===== config.mk =====
export PLATFORM = sky130hd
export DESIGN_NAME = dcpu_div
export DESIGN_NICKNAME = d
export VERILOG_FILES = /design/src/design/dcpu_pkg.sv /design/src/design/dcpu_div.sv
export SDC_FILE = /design/constraint.sdc
export NUM_CORES = 1
export LEC_CHECK = 0
export ABC_AREA = 1
export BUFFER_PORTS_ARGS = -buffer_cell sky130_fd_sc_hd__buf_2
export CAP_MARGIN = 15
export CORE_UTILIZATION = 50
export CTS_CLUSTER_SIZE = 20
export DETAILED_ROUTE_END_ITERATION = 16
export PLACE_DENSITY = 0.78
export SYNTH_ARGS = -nofsm -noshare
export SYNTH_HDL_FRONTEND = slang
export SYNTH_SLANG_ARGS = --single-unit

===== constraint.sdc =====
create_clock -name clk -period 3.24 [get_ports clk]
set_input_delay 0.648 -clock clk [delete_from_list [all_inputs] [get_ports clk]]
set_output_delay 0.648 -clock clk [all_outputs]
set_load 0.1 [all_outputs]

===== src/design/dcpu_pkg.sv =====
// ---------------------------------------------------------------------------
// dcpu_pkg: shared types and constants for the 16-bit CPU step block
// Item kinds, opcodes, operand codes and the memory request and divider
// status structs.
// ---------------------------------------------------------------------------
package dcpu_pkg;

	localparam int MEM_WORDS_DEF = 65536;

	localparam logic [1:0] K_EXEC  = 2'd0;
	localparam logic [1:0] K_WRITE = 2'd1;
	localparam logic [1:0] K_READ  = 2'd2;
	localparam logic [1:0] K_REG   = 2'd3;

	localparam logic [3:0] OP_NB  = 4'h0;
	localparam logic [3:0] OP_SET = 4'h1;
	localparam logic [3:0] OP_ADD = 4'h2;
	localparam logic [3:0] OP_SUB = 4'h3;
	localparam logic [3:0] OP_MUL = 4'h4;
	localparam logic [3:0] OP_DIV = 4'h5;
	localparam logic [3:0] OP_MOD = 4'h6;
	localparam logic [3:0] OP_SHL = 4'h7;
	localparam logic [3:0] OP_SHR = 4'h8;
	localparam logic [3:0] OP_AND = 4'h9;
	localparam logic [3:0] OP_BOR = 4'hA;
	localparam logic [3:0] OP_XOR = 4'hB;
	localparam logic [3:0] OP_IFE = 4'hC;
	localparam logic [3:0] OP_IFN = 4'hD;
	localparam logic [3:0] OP_IFG = 4'hE;
	localparam logic [3:0] OP_IFB = 4'hF;

	localparam logic [5:0] NB_JSR    = 6'h01;
	localparam logic [5:0] CODE_POP  = 6'h18;
	localparam logic [5:0] CODE_PEEK = 6'h19;
	localparam logic [5:0] CODE_PUSH = 6'h1A;
	localparam logic [5:0] CODE_SP   = 6'h1B;
	localparam logic [5:0] CODE_PC   = 6'h1C;
	localparam logic [5:0] CODE_O    = 6'h1D;
	localparam logic [5:0] CODE_NWI  = 6'h1E;
	localparam logic [5:0] CODE_NWL  = 6'h1F;

	localparam logic [15:0] REG_PC = 16'd8;
	localparam logic [15:0] REG_SP = 16'd9;
	localparam logic [15:0] REG_O  = 16'd10;

	localparam logic [2:0] LOC_REG = 3'd0;
	localparam logic [2:0] LOC_MEM = 3'd1;
	localparam logic [2:0] LOC_SP  = 3'd2;
	localparam logic [2:0] LOC_PC  = 3'd3;
	localparam logic [2:0] LOC_O   = 3'd4;
	localparam logic [2:0] LOC_LIT = 3'd5;

	typedef struct packed {
		logic        en;
		logic        we;
		logic [15:0] addr;
		logic [15:0] wdata;
	} mem_req_t;

	typedef struct packed {
		logic busy;
		logic done;
	} div_stat_t;

	function automatic logic extra_word(input logic [5:0] code);
		return (code[5:3] == 3'b010) || (code == CODE_NWI) || (code == CODE_NWL);
	endfunction

endpackage


===== src/design/dcpu_div.sv =====
// ---------------------------------------------------------------------------
// dcpu_div: shared radix-2 divider
// Divides {a, 16'h0} by b one bit a cycle; the remainder after the upper
// sixteen steps is a mod b.
// ---------------------------------------------------------------------------
module dcpu_div
	import dcpu_pkg::*;
(
	input  logic        clk,
	input  logic        arst_n,
	input  logic        start,
	input  logic [15:0] a,
	input  logic [15:0] b,
	output logic [31:0] quot,
	output logic [15:0] rem,
	output div_stat_t   stat
);
	logic [15:0] r_q;
	logic [31:0] d_q;
	logic [15:0] m_q;
	logic [15:0] b_q;
	logic [5:0]  cnt_q;
	logic        busy_q;
	logic        done_q;
	logic [16:0] rs;
	logic        ge;
	logic [15:0] rn;

	assign rs = {r_q, d_q[31]};
	assign ge = rs >= {1'b0, b_q};
	assign rn = ge ? 16'(rs - {1'b0, b_q}) : rs[15:0];

	always_ff @(posedge clk or negedge arst_n) begin
		if (!arst_n) begin
			busy_q <= 1'b0;
			done_q <= 1'b0;
			cnt_q  <= '0;
			r_q    <= '0;
			d_q    <= '0;
			m_q    <= '0;
			b_q    <= '0;
		end else begin
			done_q <= 1'b0;
			if (start) begin
				busy_q <= 1'b1;
				cnt_q  <= 6'd32;
				r_q    <= '0;
				d_q    <= {a, 16'h0000};
				b_q    <= b;
			end else if (busy_q) begin
				r_q   <= rn;
				d_q   <= {d_q[30:0], ge};
				cnt_q <= cnt_q - 6'd1;
				if (cnt_q == 6'd17) begin
					m_q <= rn;
				end
				if (cnt_q == 6'd1) begin
					busy_q <= 1'b0;
					done_q <= 1'b1;
				end
			end
		end
	end

	assign quot = d_q;
	assign rem  = m_q;
	assign stat = '{busy: busy_q, done: done_q};
endmodule


Word level (Yosys, flattened, before mapping) --
Index checks and enable logic that the tools add are counted.
Word-level totals: bits in registers 88, bits of input ports 35, logic and storage cells 28
Operators by class: add/sub/neg operators 2, order comparisons 1, equality and inequality tests 2, mux-type cells 13, bitwise gates (word level) 1, reductions and logical operators 2
Operator list (number):
- $mux 32 | 2
- $mux 16 | 3
- $ge 17x16->1 | 1
- $sub 16x16->16 | 1
- $mux 6 | 2
- $eq 6x1->1 const B | 1
- $eq 6x5->1 const B | 1
- $mux 1 | 6
- $sub 6x1->6 const B | 1
- $reduce_and 3->1 | 1
- $reduce_bool 2->1 | 1
- $not 1->1 | 1

Logic depth before layout (Yosys ltp) --
depth after elaboration 4, gate-level depth with buffers 15, depth with buffers taken out 14

Worst setup path before layout --
Ideal clock, no wire load.
path kind register to register, from register d_q[31] (netlist: quot[31]), to register m_q[14] (netlist: rem[14]), setup time 0.120 ns, arrival time 2.298 ns, setup slack 0.822 ns, stages on the path, launching flop included 14, buffers on the path 0, clock period less this slack 2.418 ns, path through dfrtp_1 -> inv_1 -> ha_1 -> inv_1 -> fa_1 -> nand3_1 -> nand3_1 -> nand2_1 -> nand2_1 -> nand2_1 -> nand3_1 -> nand3_1 -> nand3_1 -> nand2_1
On the way: word-level cells in the longest chain between the ends 2, elaborated cells on any way between the ends 3, classes of those cells add/sub (1); order compare (1); mux (1)
RTL lines:
- start, declared | RTL line dcpu_div.sv:19 | logic [31:0] d_q;
- start signal, assigned | RTL line dcpu_div.sv:48 | d_q <= {a, 16'h0000};
- start signal, assigned | RTL line dcpu_div.sv:52 | d_q <= {d_q[30:0], ge};
- $sub 16x16->16 or $ge 17x16->1 (tied branches) | RTL line dcpu_div.sv:31, dcpu_div.sv:30
- $mux 16 * | RTL line dcpu_div.sv:31 | assign rn = ge ? 16'(rs - {1'b0, b_q}) : rs[15:0];
- end signal, assigned | RTL line dcpu_div.sv:55 | m_q <= rn;
- end, declared | RTL line dcpu_div.sv:20 | logic [15:0] m_q;
Every way passes the cells marked *; elsewhere a longest branch is shown, timed or not. A chain may end at the register's enable or synchronous reset.

Worst setup path in the final report --
from register r_q[8], to register m_q[14] (netlist: rem[14])
On the way: word-level cells in the longest chain between the ends 2, elaborated cells on any way between the ends 3, classes of those cells add/sub (1); order compare (1); mux (1)
RTL lines:
- start, declared | RTL line dcpu_div.sv:18 | logic [15:0] r_q;
- start signal, assigned | RTL line dcpu_div.sv:51 | r_q <= rn;
- $sub 16x16->16 or $ge 17x16->1 (tied branches) | RTL line dcpu_div.sv:31, dcpu_div.sv:30
- $mux 16 * | RTL line dcpu_div.sv:31
Marked as above.

==> flow_metrics.py <==
metrics = {
    "power_and_ir_drop": {
        "power_mw": 4.08,
        "intPower_mw": 2.12,
        "power.density_nw_per_um2": 745,
        "netSwitchingPower_mw": 1.96,
        "seqPwrFrac_pct": 33.5,
        "pwr-share-clk_pct": 19.5,
        "cellLeakagePower_nw": 3.12,
        "combPwrFrac_pct": 47.0,
        "ir_worst_vdd_mv": 0.376,
        "swShare_pct": 48.1,
    },
    "finish": {
        "nFillCells": 864,
        "fin_nets": 760,
        "layout_commonest_cell": "nand2_1",
        "layout-drive-gt1-share_pct": 16.9,
        "area_growth_pct": 15.2,
        "stdcell_count": 840,
        "antenna_cells": 0,
        "layout_common_cells": "nand2_1, inv_1, dfrtp_1",
    },
    "clock_tree": {
        "cts.sink_count": 88,
        "post-cts-setup-buffers": 0,
        "path_clk_slew_ns": 0.10,
        "ctsResizeCount": 0,
        "root_buffer": "clkbuf_8",
        "clockBufferDepth": 2,
        "numCtsBuffers": 9,
        "insertion_delay_ns": 0.36,
        "cts_hold_buf": 0,
        "cts_tree": "done",
        "htreeDepth": 3,
    },
    "worst_setup_path": {
        "worst_path_most_repeated_cell": "nand2_1",
        "arrival_ns": 2.68,
        "slowest_delay_ns": 0.43,
        "rr_endpoint": "rem[14]$_DFFE_PN0P_",
        "crit_path_start_kind": "register",
        "crit_chain": "ha_1, nand2_1, inv_1, nand2_1, nor3_1, nand2_2, nand2_2, nand3_1, nand3_1, nand2_1",
        "path_class": "register to register",
        "end_kind": "register",
        "r2r_slack_ns": 0.81,
        "critPathMaxFanout": 20,
        "r2r_cells": 10,
        "cp.required_ns": 3.49,
        "slowest_stage": "dfrtp_1",
        "path_buf_inv": 1,
        "r2r-start": "r_q[8]$_DFFE_PN0P_",
        "critPathTopFamily": "simple AND/OR/NAND/NOR gates",
    },
    "floorplan": {
        "die_w_um": 99.6,
        "die_area_um2": 9910,
        "rows": 35,
        "core_um2": 9240,
        "start_util_pct": 51.5,
        "fp.dieH_um": 99.6,
        "ios": 85,
    },
    "job": {
        "drv_cap": 0,
    },
    "sta": {
        "fin_crit_ns": 2.43,
        "final_max_slew_viol_count": 0,
        "max_freq_mhz": 412,
        "hold_viol": 0,
        "rsz0062_at_grt": "false",
        "worst_slew_pin_slew_ns": 0.962,
        "setup_viol_count_final": 0,
        "fin_skew_ns": 0.0140,
        "finalCritPeriodShare_pct": 74.8,
        "finalWorstSetupSlack_ns": 0.815,
        "fin_tns_setup_ns": 0,
        "worst_hold_slack_ns": 0.301,
        "max_slew_margin_pct": 35.5,
    },
    "detailed_routing": {
        "ant_nets": 0,
        "drt-total-wl_um": 11700,
        "wl_per_cell_um": 13.9,
        "dr.pass1.iters": 5,
        "vias_per_cell": 5.16,
        "drc": 0,
        "dr.first_iter.drc_count": 261,
        "dr_total_vias": 4333,
    },
    "synthesis": {
        "synthDistinctLibCells": 34,
        "ys_warn_count": 0,
        "synth_area_leader_cell": "dfrtp_1",
        "synth_area_leaders": "dfrtp_1, nand2_1, inv_1",
        "synth_nets": 681,
        "synth_top_area_share_pct": 46.3,
        "synth-seq-cells": 88,
        "synth_cells": 627,
        "syn_area_um2": 4760,
        "yosysSeqAreaShare_pct": 46.3,
        "syn_area_per_cell_um2": 7.59,
    },
    "placed_design": {
        "io_buffers": 84,
        "place_congestion": 0.916,
        "dp_cells": 824,
        "dp_hpwl_um": 8620,
        "dp_slack_ns": 0.799,
    },
    "grt": {
        "grt_max_degree": 53,
        "overflow": 0,
        "antenna_found_initial": 0,
        "grt.total_usage_pct": 25.3,
        "grt_pass1_vias": 4344,
        "grt_pass1_wl_um": 19800,
    },
    "outcome": {
        "status": "finished clean",
    },
    "hold_path": {
        "hp-class": "input pin to async pin",
    },
}
-- worst max path at each step --
stage,end,depth (start not counted),startpoint
finish,rem[14]$_DFFE_PN0P_,10,r_q[8]$_DFFE_PN0P_
global placement,quot[24]$_DFFE_PN0P_,4,start
global route,rem[14]$_DFFE_PN0P_,10,r_q[4]$_DFFE_PN0P_
detailed placement,quot[25]$_DFFE_PN0P_,4,start
floorplan,rem[14]$_DFFE_PN0P_,13,quot[31]$_DFFE_PN0P_
CTS,rem[14]$_DFFE_PN0P_,10,r_q[8]$_DFFE_PN0P_
-- routing by layer --
metal	part of all wire [%]	global-route usage [%]	up-vias
li1	-	-	2124
met1	45	33.4	2037
met2	47	42.4	159
met3	6.6	5.13	13
met4	1.3	6.90	0
met5	0	0	-
-- through the flow --
stage          util [%]  cell area (µm²)
6_report           59.3             5480
5_1_grt            59.3             5480
4_1_cts            59.3             5480
3_5_place_dp       57.2             5280
3_3_place_gp       57.2             5280
2_1_floorplan         -             4760
-- cell usage after synthesis --
cell type / instances
clkinv_1: 1
inv_2: 4
nor3_1: 4
buf_1: 1
buf_6: 1
nand2_1: 226
nor3_4: 1
o211ai_1: 4
nand3_2: 1
buf_4: 3
o21ai_1: 1
nor4_1: 2
clkbuf_1: 11
and2_1: 2
nor2_2: 1
inv_1: 102
xnor2_1: 2
o21ai_0: 26
nand3_1: 43
a21oi_1: 10
nand4_1: 5
o221ai_1: 10
xor2_1: 5
or2_2: 1
o22ai_1: 17
o21ai_2: 2
nand2_2: 3
dfrtp_1: 88
fa_1: 1
nand3b_1: 5
or2_1: 1
nor2_1: 18
ha_1: 18
buf_2: 7
-- power by group through the flow --
stage,registers [mW],logic [mW],clock network (mW)
final,1.37,1.92,0.795
after floorplan,1.86,1.03,0
after global placement,1.38,1.87,0
after detailed placement,1.39,1.90,0
after global routing,1.39,2.12,0.856
after CTS,1.37,1.91,0.803
-- final cells by class --
class	count	area (µm²)	area share (%)
Sequential cell	88	2200	40.2
Multi-Input combinational cell	409	2040	37.2
Timing Repair Buffer	91	475	8.67
Inverter	107	402	7.33
Tap cell	129	161	2.94
Clock buffer	9	124	2.26
Clock inverter	7	76.3	1.39
-- sequential cells by signal, indices dropped and copies added, names as in the netlist --
name and cells:
quot 32, r_q 16, rem 16, done_q 1
busy_q 1, b_q 16, cnt_q 6
-- cells by family after synthesis --
| family | share of synthesized area (%) |
|---|---|
| compound gates | 8.96 |
| simple gates | 27.5 |
| xor+xnor | 1.29 |
| fa+ha+maj | 5.15 |
| buf+inv | 10.8 |
| flops | 46.3 |
-- worst register-to-register path, cell delays in order, from the launching register on --
cell	delay (ns)
dfrtp_1	0.43
ha_1	0.39
nand2_1	0.10
inv_1	0.07
nand2_1	0.09
nor3_1	0.22
nand2_2	0.23
nand2_2	0.38
nand3_1	0.20
nand3_1	0.13
nand2_1	0.06
(Power assumes the default switching activity.)
